## config.mk

```make
export PLATFORM = sky130hd
export DESIGN_NAME = marker_framed_packet_receiver
export DESIGN_NICKNAME = d
export VERILOG_FILES = /design/src/hdl/mfpr_pkg.sv /design/src/hdl/mfpr_ram.sv /design/src/hdl/mfpr_front.sv /design/src/hdl/mfpr_back.sv /design/src/hdl/marker_framed_packet_receiver.sv
export SDC_FILE = /design/constraint.sdc
export NUM_CORES = 2
export LEC_CHECK = 0
export ABC_AREA = 1
export BUFFER_PORTS_ARGS = -buffer_cell sky130_fd_sc_hd__buf_4
export CORE_MARGIN = 3
export CORE_UTILIZATION = 40
export CTS_CLUSTER_SIZE = 28
export DETAILED_ROUTE_END_ITERATION = 8
export PLACE_DENSITY = 0.52
export SETUP_SLACK_MARGIN = 0.1
export SLEW_MARGIN = 0
export SYNTH_ARGS = -nofsm -noshare
export SYNTH_HDL_FRONTEND = slang
export SYNTH_SLANG_ARGS = --single-unit
```

## constraint.sdc

```tcl
create_clock -name clk -period 5.4 [get_ports clk]
set_input_delay 1.08 -clock clk [delete_from_list [all_inputs] [get_ports clk]]
set_output_delay 1.08 -clock clk [all_outputs]
set_load 0.02 [all_outputs]
```

## src/hdl/mfpr_pkg.sv

```systemverilog
// Package: item types, operation codes, register indexes and reset values.
`default_nettype none
package mfpr_pkg;

  localparam int DEFAULT_PACKET_DEPTH = 128;

  localparam int BYTE_W  = 8;
  localparam int INDEX_W = 7;
  localparam int LEN_W   = 8;

  // Operation codes
  localparam logic [1:0] OP_RX_BYTE = 2'd0;
  localparam logic [1:0] OP_CLEAR   = 2'd1;
  localparam logic [1:0] OP_READ    = 2'd2;

  // Register indexes
  localparam int REG_IDX_W = 2;
  localparam logic [REG_IDX_W-1:0] REG_HEADER     = 2'd0;
  localparam logic [REG_IDX_W-1:0] REG_FIRST_END  = 2'd1;
  localparam logic [REG_IDX_W-1:0] REG_SECOND_END = 2'd2;

  localparam logic [BYTE_W-1:0] HEADER_RESET     = 8'd65;
  localparam logic [BYTE_W-1:0] FIRST_END_RESET  = 8'd66;
  localparam logic [BYTE_W-1:0] SECOND_END_RESET = 8'd67;

  typedef struct packed {
    logic [1:0]         operation;
    logic [BYTE_W-1:0]  rx_byte;
    logic [INDEX_W-1:0] read_index;
  } in_item_t;

  typedef struct packed {
    logic              packet_ready;
    logic [LEN_W-1:0]  packet_length;
    logic [BYTE_W-1:0] read_byte;
    logic              overflow;
  } out_item_t;

  // Classified command handed from front to back
  typedef enum logic [1:0] {
    CMD_BYTE,
    CMD_CLEAR,
    CMD_READ,
    CMD_NOP
  } cmd_kind_t;

  typedef struct packed {
    cmd_kind_t          kind;
    logic [BYTE_W-1:0]  rx_byte;
    logic [INDEX_W-1:0] read_index;
  } cmd_t;

endpackage : mfpr_pkg
`default_nettype wire

```

## src/hdl/mfpr_ram.sv

```systemverilog
// Generic single-write, single-read RAM with registered read data.
`default_nettype none
module mfpr_ram #(
  parameter int WIDTH = 8,
  parameter int DEPTH = 128
) (
  input  wire logic                     clk,
  input  wire logic                     we,
  input  wire logic [$clog2(DEPTH)-1:0] waddr,
  input  wire logic [WIDTH-1:0]         wdata,
  input  wire logic                     re,
  input  wire logic [$clog2(DEPTH)-1:0] raddr,
  output logic      [WIDTH-1:0]         rdata
);

  logic [WIDTH-1:0] mem [DEPTH];

  always_ff @(posedge clk) begin
    if (we) begin
      mem[waddr] <= wdata;
    end
    if (re) begin
      rdata <= mem[raddr];
    end
  end

endmodule : mfpr_ram
`default_nettype wire

```

## src/hdl/mfpr_front.sv

```systemverilog
// Front end: accepts items, classifies the operation, two-entry command queue.
`default_nettype none
module mfpr_front (
  input  wire logic              clk,
  input  wire logic              rst,
  input  wire logic              in_valid,
  output logic                   in_ready,
  input  wire mfpr_pkg::in_item_t in_item,
  output logic                   cmd_valid,
  input  wire logic              cmd_pop,
  output mfpr_pkg::cmd_t         cmd
);
  import mfpr_pkg::*;

  cmd_t       q [2];
  logic       head;
  logic       tail;
  logic [1:0] count;
  logic       push;
  cmd_t       incoming;

  always_comb begin
    incoming.rx_byte    = in_item.rx_byte;
    incoming.read_index = in_item.read_index;
    unique case (in_item.operation)
      OP_RX_BYTE: incoming.kind = CMD_BYTE;
      OP_CLEAR:   incoming.kind = CMD_CLEAR;
      OP_READ:    incoming.kind = CMD_READ;
      default:    incoming.kind = CMD_NOP;
    endcase
  end

  assign in_ready  = (count != 2'd2);
  assign push      = in_valid && in_ready;
  assign cmd_valid = (count != 2'd0);
  assign cmd       = q[head];

  always_ff @(posedge clk) begin
    if (push) begin
      q[tail] <= incoming;
    end
    if (rst) begin
      head  <= 1'b0;
      tail  <= 1'b0;
      count <= 2'd0;
    end else begin
      if (push) begin
        tail <= ~tail;
      end
      if (cmd_pop) begin
        head <= ~head;
      end
      count <= count + 2'(push) - 2'(cmd_pop);
    end
  end

  a_count_bound: assert property (@(posedge clk) disable iff (rst) count <= 2'd2)
    else $error("queue count out of range");
  a_pop_nonempty: assert property (@(posedge clk) disable iff (rst)
    cmd_pop |-> count != 2'd0)
    else $error("pop from empty queue");
  a_push_grows: assert property (@(posedge clk) disable iff (rst)
    (push && !cmd_pop) |=> count == $past(count) + 2'd1)
    else $error("push lost");

endmodule : mfpr_front
`default_nettype wire

```

## src/hdl/mfpr_back.sv

```systemverilog
// Back end: framing state, payload store and registered result.
`default_nettype none
module mfpr_back #(
  parameter int PACKET_DEPTH = mfpr_pkg::DEFAULT_PACKET_DEPTH
) (
  input  wire logic                              clk,
  input  wire logic                              rst,
  input  wire logic                              cfg_write,
  input  wire logic [mfpr_pkg::REG_IDX_W-1:0]    cfg_index,
  input  wire logic [mfpr_pkg::BYTE_W-1:0]       cfg_data,
  input  wire logic                              cmd_valid,
  output logic                                   cmd_pop,
  input  wire mfpr_pkg::cmd_t                    cmd,
  output logic                                   out_valid,
  input  wire logic                              out_ready,
  output mfpr_pkg::out_item_t                    out_item
);
  import mfpr_pkg::*;

  localparam int AW  = $clog2(PACKET_DEPTH);
  localparam int WPW = $clog2(PACKET_DEPTH + 1);
  localparam int IW  = (AW > INDEX_W) ? AW : INDEX_W;
  localparam int CW  = (IW > WPW) ? IW : WPW;

  typedef enum logic [1:0] {
    PH_IDLE,
    PH_DATA,
    PH_TAIL
  } phase_t;

  logic [BYTE_W-1:0] header_byte;
  logic [BYTE_W-1:0] first_end_byte;
  logic [BYTE_W-1:0] second_end_byte;

  phase_t          phase, phase_next;
  logic [WPW-1:0]  wp, wp_next;
  logic            ready_flag, ready_flag_next;
  logic            ovf, ovf_next;
  logic            rd_sel, rd_sel_next;
  logic            full;
  logic            ram_we;
  logic [IW-1:0]   idx_ext;
  logic [BYTE_W-1:0] ram_q;
  logic              res_ready;
  logic [LEN_W-1:0]  res_len;
  logic              res_ovf;

  assign cmd_pop = cmd_valid && (!out_valid || out_ready);
  assign full    = (wp == WPW'(PACKET_DEPTH));
  assign idx_ext = IW'(cmd.read_index);

  always_comb begin
    phase_next      = phase;
    wp_next         = wp;
    ready_flag_next = ready_flag;
    ovf_next        = ovf;
    ram_we          = 1'b0;
    rd_sel_next     = 1'b0;
    case (cmd.kind)
      CMD_BYTE: begin
        unique case (phase)
          PH_DATA: begin
            if (cmd.rx_byte == first_end_byte) begin
              phase_next = PH_TAIL;
            end else if (!full) begin
              ram_we  = 1'b1;
              wp_next = wp + WPW'(1);
            end else begin
              ovf_next = 1'b1;
            end
          end
          PH_TAIL: begin
            if (cmd.rx_byte == second_end_byte) begin
              phase_next      = PH_IDLE;
              ready_flag_next = 1'b1;
            end
          end
          default: begin
            if (cmd.rx_byte == header_byte && !ready_flag) begin
              phase_next = PH_DATA;
              wp_next    = '0;
              ovf_next   = 1'b0;
            end
          end
        endcase
      end
      CMD_CLEAR: ready_flag_next = 1'b0;
      CMD_READ:  rd_sel_next = (CW'(cmd.read_index) < CW'(wp));
      default:   ;
    endcase
  end

  mfpr_ram #(
    .WIDTH(BYTE_W),
    .DEPTH(PACKET_DEPTH)
  ) u_store (
    .clk  (clk),
    .we   (cmd_pop && ram_we),
    .waddr(wp[AW-1:0]),
    .wdata(cmd.rx_byte),
    .re   (cmd_pop),
    .raddr(idx_ext[AW-1:0]),
    .rdata(ram_q)
  );

  always_ff @(posedge clk) begin
    if (cmd_pop) begin
      res_ready <= ready_flag_next;
      res_len   <= LEN_W'(wp_next);
      res_ovf   <= ovf_next;
    end
    if (rst) begin
      header_byte     <= HEADER_RESET;
      first_end_byte  <= FIRST_END_RESET;
      second_end_byte <= SECOND_END_RESET;
      phase           <= PH_IDLE;
      wp              <= '0;
      ready_flag      <= 1'b0;
      ovf             <= 1'b0;
      rd_sel          <= 1'b0;
      out_valid       <= 1'b0;
    end else begin
      if (cfg_write) begin
        unique case (cfg_index)
          REG_HEADER:     header_byte     <= cfg_data;
          REG_FIRST_END:  first_end_byte  <= cfg_data;
          REG_SECOND_END: second_end_byte <= cfg_data;
          default:        ;
        endcase
      end
      if (cmd_pop) begin
        phase      <= phase_next;
        wp         <= wp_next;
        ready_flag <= ready_flag_next;
        ovf        <= ovf_next;
        rd_sel     <= rd_sel_next;
        out_valid  <= 1'b1;
      end else if (out_ready) begin
        out_valid <= 1'b0;
      end
    end
  end

  assign out_item = '{packet_ready:  res_ready,
                      packet_length: res_len,
                      read_byte:     (rd_sel ? ram_q : '0),
                      overflow:      res_ovf};

  a_wp_bound: assert property (@(posedge clk) disable iff (rst)
    wp <= WPW'(PACKET_DEPTH))
    else $error("write position past buffer depth");
  a_ovf_when_full: assert property (@(posedge clk) disable iff (rst)
    $rose(ovf) |-> $past(full))
    else $error("overflow raised with room left");
  a_ready_from_tail: assert property (@(posedge clk) disable iff (rst)
    $rose(ready_flag) |-> $past(phase) == PH_TAIL)
    else $error("ready raised outside tail phase");

endmodule : mfpr_back
`default_nettype wire

```

## src/hdl/marker_framed_packet_receiver.sv

```systemverilog
// Path: the back pops an item from the front queue into its result register,
//   raising out_valid; pops wait while an unread result is held.
// Throughput: one item per cycle while out_ready is high; a two-entry command
//   queue feeds the framer, paced by its result register and registered store read.
// Reset (rst, synchronous): phase, length, flags and marker registers return to
//   their reset values; the payload store is not cleared and needs no sweep.
// Store reads only reach entries written in the current packet.
`default_nettype none
module marker_framed_packet_receiver #(
  parameter int PACKET_DEPTH = mfpr_pkg::DEFAULT_PACKET_DEPTH
) (
  input  wire logic                           clk,
  input  wire logic                           rst,
  // configuration write port
  input  wire logic                           cfg_write,
  input  wire logic [mfpr_pkg::REG_IDX_W-1:0] cfg_index,
  input  wire logic [mfpr_pkg::BYTE_W-1:0]    cfg_data,
  // item input
  input  wire logic                           in_valid,
  output logic                                in_ready,
  input  wire mfpr_pkg::in_item_t             in_item,
  // result output
  output logic                                out_valid,
  input  wire logic                           out_ready,
  output mfpr_pkg::out_item_t                 out_item
);
  import mfpr_pkg::*;

  // front -> back command path
  logic cmd_valid;
  logic cmd_pop;
  cmd_t cmd;

  // Front: takes items whenever its queue has room, decodes the operation.
  mfpr_front u_front (
    .clk      (clk),
    .rst      (rst),
    .in_valid (in_valid),
    .in_ready (in_ready),
    .in_item  (in_item),
    .cmd_valid(cmd_valid),
    .cmd_pop  (cmd_pop),
    .cmd      (cmd)
  );

  // Back: runs the framing state, writes/reads the store, holds the result
  // until the item is taken; stalls only when the result register is full.
  mfpr_back #(
    .PACKET_DEPTH(PACKET_DEPTH)
  ) u_back (
    .clk      (clk),
    .rst      (rst),
    .cfg_write(cfg_write),
    .cfg_index(cfg_index),
    .cfg_data (cfg_data),
    .cmd_valid(cmd_valid),
    .cmd_pop  (cmd_pop),
    .cmd      (cmd),
    .out_valid(out_valid),
    .out_ready(out_ready),
    .out_item (out_item)
  );

endmodule : marker_framed_packet_receiver
`default_nettype wire
```

==> key figures <==
Run status
  – Outcome: finished clean

Clock tree
  – Root Driver: clkbuf_16
  – Clock tree buffer depth: 3
  – CTS clk-pin slew, worst paths: approximately 0.060 ns
  – # Post-CTS Setup Buffers: 0
  – TritonCTS clock tree: yes
  – Post-CTS Hold Buffers: 0
  – Resize count post-CTS: 0
  – Clock sinks: around 1100
  – Worst skew pair latency: roughly 0.71 ns
  – CTS buffer count: 120
  – H-tree Lvls: 3

STA
  – Setup ws final: 1.405 ns
  – RSZ-0062 raised after global routing: no
  – Fin Setup TNS: 0 ns
  – Max Slew Vio Count: 0
  – FMAX: approximately 0.25 GHz
  – Post-route clock period utilization: between 70% and 80%
  – Slew headroom: 18.75%
  – Min Tclk post-route: about 4.0 ns
  – Skew final: 0.02818 ns
  – Final Hold Fails: 0
  – Final setup fails: 0
  – Hold WS: roughly 0.46 ns
  – Least-Margin Pin Slew: roughly 1.2 ns

Synthesis
  – Synthesized netlist cell count: about 4200
  – Syn_nets: ~4300
  – YS warnings: 0
  – Unique cell type count in the Yosys netlist: 38
  – Avg Inst Size Synth: 11.18 um2
  – Top area cells in the synthesized netlist: edfxtp_1 68%, nand2_1 8.8%, nand3_1 5.7%
  – FF+latch count, synth: around 1100
  – Sequential share of the synthesized area: between 60% and 70%
  – Post-Syn Area: between 40000 and 50000 um2
  – Post-synth top area cell: edfxtp_1
  – Top-area cell type share of the netlist area: between 60% and 70%

Floorplan
  – Die H: around 350 um
  – Starting Density: between 40% and 50%
  – Core area: 117000 um2
  – FP Rows: around 130
  – Die width: approximately 350 um
  – Top-level port count: 52
  – Die ar.: between 100000 and 150000 um2

Final layout
  – Antenna Cells: 0
  – Commonest non-fill, non-tap cell in the layout: nand2_1
  – Post-layout net count: roughly 4300
  – Design Area, Final: between 50000 and 60000 um2
  – Share of cells above drive strength 1: 7.786%
  – Most frequent cells in the layout: 1104 x nand2_1, 1076 x edfxtp_1, 543 x nand3_1, 480 x inv_1, 325 x o211ai_1
  – Area growth from synthesis to layout: 13.01%

Placed design
  – PortBufs: between 50 and 60
  – Pre-CTS WS: around 1.4 ns
  – Placed Area: roughly 50000 um2
  – Dpl hpwl: around 74 mm
  – Final weighted congestion in routability-driven placement: roughly 0.86

Power
  – Leakage power: ~0.020 uW
  – P_int: between 15000 and 20000 uW
  – Flop pwr share: 39.2%
  – Switching Fraction: between 30% and 40%
  – Logic pwr share: a little under a third
  – Switching power: approximately 10000 uW
  – Maximum vdd drop: a little under 0.4 mV
  – Cell area power density: 510.9 nW/um2
  – Clock share of power: between 30% and 40%

Global routing
  – Initial antenna violation count: 2
  – Number of global-route vias before repair: 30340
  – Total grt overflow: 0
  – Tot GR Track Use: a little over a fifth
  – Largest net degree at the start of global routing: between 150 and 200
  – First-pass GRT wire length: roughly 190 mm

Min path
  – Worst hold path startpoint: u_front.head
  – Hold Path Class: reg2reg
  – Worst Hold Depth: 1
  – Hold endpoint: u_front.head

Worst setup path
  – CP dominant cell by count: nand2_1
  – Crit path capture type: flip-flop
  – CP startpoint kind: flip-flop
  – Number of buffers and inverters on the critical path: 2
  – Reg-to-reg setup timing slack: approximately 1.4 ns
  – WS Path Type: reg2reg
  – Crit path max-delay family: simple AND/OR/NAND/NOR gates
  – Worst r2r dst: u_back.u_store.mem[80][0]
  – CP cell instances: buf_4 > nand2_1 > nand3b_1 > nand2_1 > nand2_1 > nor2_1 > nand2_1 > nand4_1 > nor2_2 > nand3_2 > buf_12 > nor2_1
  – CP Max Fanout: 22
  – Req. time, crit path: roughly 5.7 ns
  – Reg2Reg Depth: 12
  – Slowest CP cell: nor2_1
  – Largest stage delay, worst path: about 0.57 ns
  – Data arrival, critical path: 4.32 ns

Drt
  – Vias per cell: 5.261
  – Antenna viol nets, final: 0
  – Initial DRT Pass Iterations: 6
  – Final wirelength: between 100 and 150 mm
  – Routed length per instance: ~22 um
  – Remaining DRCs: 0
  – Initial DRC count: 2696
  – DR vias: 30860

Flow run
  – Max capacitance violation total: 0
-- synthesized netlist by cell type, drive strengths merged --
library cell	number
a2111oi	1
a21o	1
a21oi	76
a22oi	2
buf	100
clkbuf	149
clkinv	5
dfxtp	43
edfxtp	1076
ha	12
inv	487
nand2	1114
nand3	550
nand3b	6
nand4	7
nor2	179
nor3	5
o211ai	325
o21a	1
o21ai	88
o21bai	1
o22ai	1
or2	7
xnor2	2
xor2	6
-- per-layer routing --
layer | vias up | wire, um | share of wire (%) | GRT usage, %
met1 | 15040 | 58690 | 45 | 29.78
met3 | 193 | 7994 | 6.2 | 3.571
li1 | 14700 | - | - | -
met5 | - | 0 | 0 | 0
met4 | 0 | 3397 | 2.6 | 6.378
met2 | 921 | 59490 | 46 | 33.39
-- flip-flops by register name, summed over array words and instances, names as in the netlist, named ones only --
name / cells
u_back.first_end_byte: 8
u_back.header_byte: 8
u_back.out_valid: 1
u_back.ovf: 1
u_back.phase: 2
u_back.rd_sel: 1
u_back.ready_flag: 1
u_back.res_len: 8
u_back.res_ovf: 1
u_back.res_ready: 1
u_back.second_end_byte: 8
u_back.u_store.mem: 1024
u_back.u_store.rdata: 8
u_back.wp: 8
u_front.count: 2
u_front.head: 1
u_front.q: 34
u_front.tail: 1
-- how the worst max path moves through the flow --
stage	startpoint	endpoint	slack [ns]	cells after the start
finish	flip-flop	u_back.u_store.mem[80][0]	1.40	12
detailed placement	flip-flop	u_back.u_store.mem[80][5]	1.38	12
floorplan	flip-flop	u_back.u_store.mem[105][0]	1.45	14
global placement	flip-flop	u_back.u_store.mem[21][5]	1.44	11
global route	flip-flop	u_back.u_store.mem[80][2]	1.12	12
CTS	flip-flop	u_back.u_store.mem[80][2]	1.34	12
-- final cells by class --
type,instances,area (um2)
clock buffers,158,3267
clock inverters,69,799.5
fillers,10850,63360
inverters,492,1854
multi-input cells,2384,11530
flip-flops and latches,1119,33170
well taps,1524,1907
repair buffers,119,1094
-- stage by stage --
stage	cells	utilization, %	power, uW
3_3_place_gp	5638	42.36	19190
6_report	5865	45.84	27400
2_1_floorplan	4244	-	15920
4_1_cts	5865	45.84	27650
3_5_place_dp	5638	42.36	19190
5_1_grt	5865	45.84	28740
-- power by group through the flow --
| stage | logic, uW | registers (uW) | clock network (uW) |
|---|---|---|---|
| 5_1_grt | 9020 | 10700 | 8990 |
| 2_1_floorplan | 4890 | 11000 | 0 |
| 6_report | 8240 | 10700 | 8430 |
| 3_5_place_dp | 8290 | 10900 | 0 |
| 3_3_place_gp | 8280 | 10900 | 0 |
| 4_1_cts | 8310 | 10700 | 8610 |
-- cell families after synthesis --
kind of cell	count (synthesis)	share of synthesized area, %
flops	1119	69.91
fa+ha+maj	12	0.3164
buf+inv	741	6.091
compound gates	496	7.006
simple gates	1868	16.53
xor+xnor	8	0.1477
Power figures use the tool's default switching activity.
